===== config.mk =====
export PLATFORM = sky130hd
export DESIGN_NAME = shuffled_minimal_standard_prng_top
export DESIGN_NICKNAME = d
export VERILOG_FILES = /design/src/hdl/smps_pkg.sv /design/src/hdl/smps_lehmer.sv /design/src/hdl/smps_table.sv /design/src/hdl/shuffled_minimal_standard_prng_top.sv
export SDC_FILE = /design/constraint.sdc
export NUM_CORES = 2
export LEC_CHECK = 0
export BUFFER_PORTS_ARGS = -buffer_cell sky130_fd_sc_hd__buf_2
export CAP_MARGIN = 15
export CORE_MARGIN = 5
export CORE_UTILIZATION = 54
export DETAILED_ROUTE_END_ITERATION = 10
export PLACE_DENSITY = 0.8
export SETUP_SLACK_MARGIN = 0.3
export SLEW_MARGIN = 20
export SYNTH_ARGS = -nofsm -noshare
export SYNTH_HDL_FRONTEND = slang
export SYNTH_SLANG_ARGS = --single-unit

===== constraint.sdc =====
create_clock -name clk -period 28.6 [get_ports clk]
set_input_delay 5.72 -clock clk [delete_from_list [all_inputs] [get_ports clk]]
set_output_delay 5.72 -clock clk [all_outputs]
set_load 0.01 [all_outputs]

===== src/hdl/smps_pkg.sv =====
// ----------------------------------------------------------------------------
// smps_pkg
// Shared constants and types for the shuffled minimal-standard generator.
// ----------------------------------------------------------------------------
package smps_pkg;

    localparam int VALUE_W = 31;
    localparam int FRAC_W  = 24;

    localparam logic [14:0]        LEHMER_MUL = 15'd16807;
    localparam logic [VALUE_W-1:0] LEHMER_MOD = 31'h7FFF_FFFF;
    localparam logic [FRAC_W-1:0]  FRAC_MAX   = 24'd16777213;

    localparam int TABLE_SIZE_DEF     = 32;
    localparam int WARMUP_DISCARD_DEF = 8;

    localparam int          PADDR_W  = 3;
    localparam logic [PADDR_W-1:0] REG_SEED = 3'd0;

    typedef struct packed {
        logic wr_en;
        logic rd_en;
    } tbl_ctl_t;

endpackage


===== src/hdl/smps_lehmer.sv =====
// ----------------------------------------------------------------------------
// smps_lehmer
// One Lehmer step: x * 16807 mod (2^31 - 1), Mersenne fold and one subtract.
// ----------------------------------------------------------------------------
module smps_lehmer
    import smps_pkg::*;
(
    input  logic [VALUE_W-1:0] x,
    output logic [VALUE_W-1:0] x_next
);

    logic [45:0] prod;
    logic [31:0] fold;

    assign prod = 46'(x) * 46'(LEHMER_MUL);
    assign fold = {1'b0, prod[30:0]} + {17'b0, prod[45:31]};

    always_comb
    begin
        if (fold >= {1'b0, LEHMER_MOD})
        begin
            x_next = VALUE_W'(fold - {1'b0, LEHMER_MOD});
        end
        else
        begin
            x_next = fold[VALUE_W-1:0];
        end
    end

endmodule


===== src/hdl/smps_table.sv =====
// ----------------------------------------------------------------------------
// smps_table
// Shuffle table: one write port, one read port with registered read data.
// ----------------------------------------------------------------------------
module smps_table
    import smps_pkg::*;
#(
    parameter int DEPTH = TABLE_SIZE_DEF,
    parameter int IDX_W = $clog2(TABLE_SIZE_DEF)
)
(
    input  logic               clk,
    input  tbl_ctl_t           ctl,
    input  logic [IDX_W-1:0]   waddr,
    input  logic [VALUE_W-1:0] wdata,
    input  logic [IDX_W-1:0]   raddr,
    output logic [VALUE_W-1:0] rdata
);

    logic [VALUE_W-1:0] mem [DEPTH];
    logic [VALUE_W-1:0] rdata_reg;

    always_ff @(posedge clk)
    begin
        if (ctl.wr_en)
        begin
            mem[waddr] <= wdata;
        end
        if (ctl.rd_en)
        begin
            rdata_reg <= mem[raddr];
        end
    end

    assign rdata = rdata_reg;

endmodule


===== src/hdl/shuffled_minimal_standard_prng_top.sv =====
// ----------------------------------------------------------------------------
// shuffled_minimal_standard_prng_top
// Lehmer generator with a Bays-Durham shuffle table held in a synchronous RAM.
// A new request is stalled until the previous result has been issued.
// Reseed (or first request after reset) first discards WARMUP_DISCARD steps,
// then fills the table with TABLE_SIZE steps, one generator step per cycle.
// Reset is asynchronous, active low; clears control state and sets seed to 1.
// ----------------------------------------------------------------------------
module shuffled_minimal_standard_prng_top
    import smps_pkg::*;
#(
    parameter int TABLE_SIZE     = TABLE_SIZE_DEF,
    parameter int WARMUP_DISCARD = WARMUP_DISCARD_DEF
)
(
    input  logic               clk,
    input  logic               rst_n,
    input  logic               psel,
    input  logic               penable,
    input  logic               pwrite,
    input  logic [PADDR_W-1:0] paddr,
    input  logic [31:0]        pwdata,
    output logic [31:0]        prdata,
    output logic               pready,
    input  logic               req_valid,
    output logic               req_stall,
    input  logic               reseed,
    output logic               rsp_valid,
    input  logic               rsp_stall,
    output logic [VALUE_W-1:0] random_value,
    output logic [FRAC_W-1:0]  fraction
);

    localparam int IDX_W  = $clog2(TABLE_SIZE);
    localparam int CNT_W  = $clog2(TABLE_SIZE + WARMUP_DISCARD + 1);
    localparam int Q_W    = $clog2(TABLE_SIZE + 1);
    localparam int PROD_W = VALUE_W + Q_W;
    localparam int CORR_W = Q_W + 7;

    typedef enum logic [1:0] {
        ST_IDLE,
        ST_INIT,
        ST_STEP,
        ST_DONE
    } state_t;

    state_t             state_reg;
    logic [VALUE_W-1:0] seed_reg;
    logic [VALUE_W-1:0] x_reg;
    logic [VALUE_W-1:0] last_reg;
    logic [CNT_W-1:0]   cnt_reg;
    logic               rsp_valid_reg;
    logic [VALUE_W-1:0] value_reg;
    logic [FRAC_W-1:0]  frac_reg;

    logic               cfg_wr;
    logic               req_take;
    logic               need_init;
    logic               do_step;
    logic               out_free;
    logic               init_wr;
    logic [VALUE_W-1:0] x_adv;
    logic [VALUE_W-1:0] seed_load;
    tbl_ctl_t           tbl_ctl;
    logic [IDX_W-1:0]   tbl_waddr;
    logic [IDX_W-1:0]   sel_idx;
    logic [VALUE_W-1:0] tbl_rdata;

    logic [PROD_W-1:0]  prod;
    logic [Q_W-1:0]     q_est;
    logic [CORR_W-1:0]  corr;
    logic [Q_W-1:0]     q_fix;

    logic [FRAC_W-1:0]  fq0;
    logic [31:0]        frem;
    logic [FRAC_W:0]    fq;
    logic [FRAC_W-1:0]  frac_val;

    // configuration port
    assign pready = 1'b1;
    assign cfg_wr = psel && penable && pwrite;
    assign prdata = (paddr == REG_SEED) ? {1'b0, seed_reg} : 32'd0;

    // handshake
    assign req_stall = (state_reg != ST_IDLE);
    assign req_take  = req_valid && !req_stall;
    assign need_init = reseed || (last_reg == '0);
    assign out_free  = !rsp_valid_reg || !rsp_stall;
    assign do_step   = (req_take && !need_init) || (state_reg == ST_STEP);
    assign init_wr   = (state_reg == ST_INIT) && (cnt_reg < CNT_W'(TABLE_SIZE));

    assign seed_load = ((seed_reg == '0) || (seed_reg == LEHMER_MOD)) ?
                       VALUE_W'(1) : seed_reg;

    smps_lehmer u_lehmer
    (
        .x      (x_reg),
        .x_next (x_adv)
    );

    // table index: floor(TABLE_SIZE * last / (2^31 - 2 + TABLE_SIZE))
    assign prod  = PROD_W'(last_reg) * PROD_W'(TABLE_SIZE);
    assign q_est = prod[PROD_W-1:VALUE_W];
    assign corr  = CORR_W'(q_est) * CORR_W'(TABLE_SIZE - 2);

    always_comb
    begin
        if ({1'b0, prod[VALUE_W-1:0]} >= 32'(corr))
        begin
            q_fix = q_est;
        end
        else
        begin
            q_fix = q_est - Q_W'(1);
        end
        if (q_fix >= Q_W'(TABLE_SIZE))
        begin
            sel_idx = IDX_W'(TABLE_SIZE - 1);
        end
        else
        begin
            sel_idx = q_fix[IDX_W-1:0];
        end
    end

    assign tbl_ctl.wr_en = do_step || init_wr;
    assign tbl_ctl.rd_en = do_step;
    assign tbl_waddr     = init_wr ? cnt_reg[IDX_W-1:0] : sel_idx;

    smps_table #(
        .DEPTH (TABLE_SIZE),
        .IDX_W (IDX_W)
    ) u_table (
        .clk   (clk),
        .ctl   (tbl_ctl),
        .waddr (tbl_waddr),
        .wdata (x_adv),
        .raddr (sel_idx),
        .rdata (tbl_rdata)
    );

    // Q0.24 fraction: floor(v * 2^24 / (2^31 - 1)), clamped
    assign fq0  = tbl_rdata[VALUE_W-1:7];
    assign frem = {1'b0, tbl_rdata[6:0], 24'd0} + {8'd0, fq0};
    assign fq   = (frem >= {1'b0, LEHMER_MOD}) ? ({1'b0, fq0} + (FRAC_W+1)'(1))
                                                : {1'b0, fq0};
    assign frac_val = (fq > {1'b0, FRAC_MAX}) ? FRAC_MAX : fq[FRAC_W-1:0];

    always_ff @(posedge clk or negedge rst_n)
    begin
        if (!rst_n)
        begin
            seed_reg <= VALUE_W'(1);
        end
        else if (cfg_wr && (paddr == REG_SEED))
        begin
            seed_reg <= pwdata[VALUE_W-1:0];
        end
    end

    always_ff @(posedge clk or negedge rst_n)
    begin
        if (!rst_n)
        begin
            state_reg     <= ST_IDLE;
            x_reg         <= '0;
            last_reg      <= '0;
            cnt_reg       <= '0;
            rsp_valid_reg <= 1'b0;
        end
        else
        begin
            if (rsp_valid_reg && !rsp_stall && (state_reg != ST_DONE))
            begin
                rsp_valid_reg <= 1'b0;
            end
            unique case (state_reg)
                ST_IDLE:
                begin
                    if (req_take)
                    begin
                        if (need_init)
                        begin
                            x_reg     <= seed_load;
                            cnt_reg   <= CNT_W'(TABLE_SIZE + WARMUP_DISCARD - 1);
                            state_reg <= ST_INIT;
                        end
                        else
                        begin
                            x_reg     <= x_adv;
                            state_reg <= ST_DONE;
                        end
                    end
                end
                ST_INIT:
                begin
                    x_reg <= x_adv;
                    if (cnt_reg == '0)
                    begin
                        last_reg  <= x_adv;
                        state_reg <= ST_STEP;
                    end
                    else
                    begin
                        cnt_reg <= cnt_reg - CNT_W'(1);
                    end
                end
                ST_STEP:
                begin
                    x_reg     <= x_adv;
                    state_reg <= ST_DONE;
                end
                ST_DONE:
                begin
                    if (out_free)
                    begin
                        last_reg      <= tbl_rdata;
                        rsp_valid_reg <= 1'b1;
                        state_reg     <= ST_IDLE;
                    end
                end
                default:
                begin
                    state_reg <= ST_IDLE;
                end
            endcase
        end
    end

    always_ff @(posedge clk)
    begin
        if ((state_reg == ST_DONE) && out_free)
        begin
            value_reg <= tbl_rdata;
            frac_reg  <= frac_val;
        end
    end

    assign rsp_valid    = rsp_valid_reg;
    assign random_value = value_reg;
    assign fraction     = frac_reg;

`ifndef SYNTHESIS
    a_value_nonzero: assert property (@(posedge clk) disable iff (!rst_n)
        rsp_valid |-> (random_value != '0))
        else $error("result beat carries a zero value");

    a_frac_clamped: assert property (@(posedge clk) disable iff (!rst_n)
        rsp_valid |-> (fraction <= FRAC_MAX))
        else $error("fraction above clamp");

    a_step_to_done: assert property (@(posedge clk) disable iff (!rst_n)
        (state_reg == ST_STEP) |=> (state_reg == ST_DONE))
        else $error("table step not followed by result stage");

    a_last_sticky: assert property (@(posedge clk) disable iff (!rst_n)
        (last_reg != '0) |=> (last_reg != '0))
        else $error("last output fell back to uninitialized");
`endif

endmodule

==> flow_summary.yaml <==
outcome:
  status: "complete, no violations"
clock_tree:
  cts_buffer_depth: 3
  cts_buffers: 110
  path_clk_slew_ns: 0.06
  cts_hold_buffers: 0
  cts-root-buf: "clkbuf_16"
  insertion_delay_ns: 0.75
  cts_max_level: 3
  cts_resized: 0
  cts_sinks: 1180
  cts_setup_buffers: 0
  cts_tree: "done"
worst_setup_path:
  cp_common_cell: "buf_2"
  path_buf_inv: 2
  crit_path_end_kind: "output pin"
  crit_chain: "buf_2, nor3_4, and2_1, buf_2"
  crit_family: "simple AND/OR/NAND/NOR gates"
  criticalPathCategory: "input port to output pin"
  start_kind: "input port"
  slowest_delay_ns: 0.67
  crit_slowest_cell: "nor3_4"
  required_ns: 22.88
  arrival_ns: 6.87
  critPathMaxFanout: 32
sta:
  setup_viol: 0
  hold_viol: 0
  rsz0062_at_grt: "no"
  finalCriticalPeriod_ns: 12.59
  max_slew_margin: 0.196
  min_period_over_period: 0.440
  tns_ns: 0
  tightest_slew_ns: 1.21
  finClkSkew_ns: 0.109
  maxSlewViolCount: 0
  max_freq_ghz: 0.0794
global_route:
  grt_overflow_total: 0
  antenna_found_initial: 2
  grt_pass1_wl_um: 235000
  grt_max_degree: 196
  grt_pass1_vias: 38000
  grt_usage: 0.277
logic_synthesis:
  synth_area_leaders: "edfxtp_1 57%, ha_1 5.1%, fa_1 5.0%"
  synthFlopType: "edfxtp_1"
  yosysSeqAreaShare: 0.616
  synth_cell_type_count: 87
  synth_area_leader_cell: "edfxtp_1"
  synth_area_per_cell_sq_um: 12.2
  synth-seq-cells: 1180
  yosys.area.top_type_share: 0.571
  yosysWarnings: 0
  async_flop_share: 0.0864
  syn_nets: 5071
  syn_area_sq_mm: 0.0567
  synthCells: 4656
  synth-edff-count: 1078
placed_design:
  hpwl_um: 93100
  placement.io_buffers: 129
  place_congestion: 0.942
layout:
  top_register: "u_table.mem"
  largest_reg_flops: 992
  layout.nets: 5123
  syn2layout_area_growth_pct: 11.1
  drive_gt1_frac: 0.106
die:
  start_util: 0.545
  pin_count: 133
  die_w_um: 334
  rows: 118
  coreArea_sq_mm: 0.104
  fp.dieH_um: 334
  dieArea_sq_mm: 0.112
detailed_routing:
  ant_nets: 0
  first_iter_violations: 6531
  drc: 0
  drt-wirelength-per-cell_um: 25.8
  vias: 39900
  drt_wl_total_um: 159000
  firstDrtPassIters: 8
  via_per_inst: 6.44
hold_path:
  hold_path.class: "flip-flop to flip-flop"
run:
  maxCapViolations: 0
cells by family (layout without fill, tap and decap cells):
logic type	count (synthesis)	count (layout)	share of synthesized area
flip-flops	1180	1180	0.616
AO/OA/AOI/OAI	1002	1002	0.112
buffers and inverters	588	735	0.0394
multiplexers	36	36	0.00708
XOR/XNOR	75	75	0.0117
adder cells (fa/ha/maj)	372	372	0.101
AND/OR/NAND/NOR	1401	1401	0.113
other	2	3	0.000132
synthesized netlist by cell type (45+ instances only):
cell,n
xnor2_1,51
a21oi_1,227
inv_1,313
fa_1,141
ha_1,231
nor2_1,243
and3_1,45
dfrtp_1,101
edfxtp_1,1078
o21ai_0,313
o22ai_1,128
o221ai_1,125
nand2_1,606
clkbuf_1,245
nand3_1,275
layout by cell type (no fill, tap or decap), drive strengths merged, types with 11 or more instances in the layout:
cell    netlist  routed
nor2        245     245
inv         313     313
o22ai       128     128
o21a         16      16
o21ai       325     325
xor2         24      24
nand2b       17      17
fa          141     141
nand4        30      30
mux2         33      33
a31oi        15      15
a21boi       14      14
buf          29     214
nand2       606     606
a21o         24      24
o21bai       13      13
o221ai      125     125
and3         45      45
dfrtp       101     101
clkinv        1      54
and2         39      39
nand3       275     275
o211ai       12      12
clkbuf      245     136
and4         41      41
edfxtp     1078    1078
nor3         39      39
nor4         19      19
bufinv        0      16
ha          231     231
a21oi       229     229
a211oi       14      14
xnor2        51      51
a221oi       11      11
o31ai        12      12
per-layer routing:
layer / track usage / part of all wire
met1: 0.393 / 0.37
met3: 0.0627 / 0.14
met2: 0.424 / 0.45
met4: 0.105 / 0.042
met5: 0 / 0
tightest hold or removal path: stages, from the launching register on:
cell	delay (ns)
dfrtp_1	0.34
nand2_1	0.05
o31ai_1	0.05
final cells by class:
cell class / count / area, sq um
antenna: 1 / 2.50
clock buffer: 136 / 2890
clock inverter: 71 / 867
fill: 7610 / 41000
inverter: 314 / 1180
multi-input combinational: 2888 / 20000
sequential: 1180 / 34900
tap: 1380 / 1730
timing repair buffer: 214 / 1340
worst paths after layout:
check	endpoint	slack (ns)	start	cells past startpoint
max in group asynchronous	x_reg[20]	22.33	rst_n	2
min in group asynchronous	x_reg[6]	5.09	rst_n	1
max	prdata[17]	16.01	paddr[1]	4
max reg2reg	x_reg[0]	16.02	x_reg[21]	38
min	last_reg[9]	0.48	last_reg[9]	2
min reg2reg	last_reg[9]	0.48	last_reg[9]	2
metrics by stage:
step	hold WS, ns	utilization	area [sq um]	worst slack (ns)	std cells
global placement	0.464	0.569	59200	15.71	5975
detailed placement	0.465	0.569	59200	16.04	5975
floorplan	0.441	-	56700	16.43	4656
global route	0.503	0.606	63000	15.45	6183
finish	0.478	0.606	63000	16.01	6184
CTS	0.480	0.606	62900	16.04	6182
Power is not shown: default switching activity piles up to over one toggle a cycle in this logic, so the estimate is an artifact.
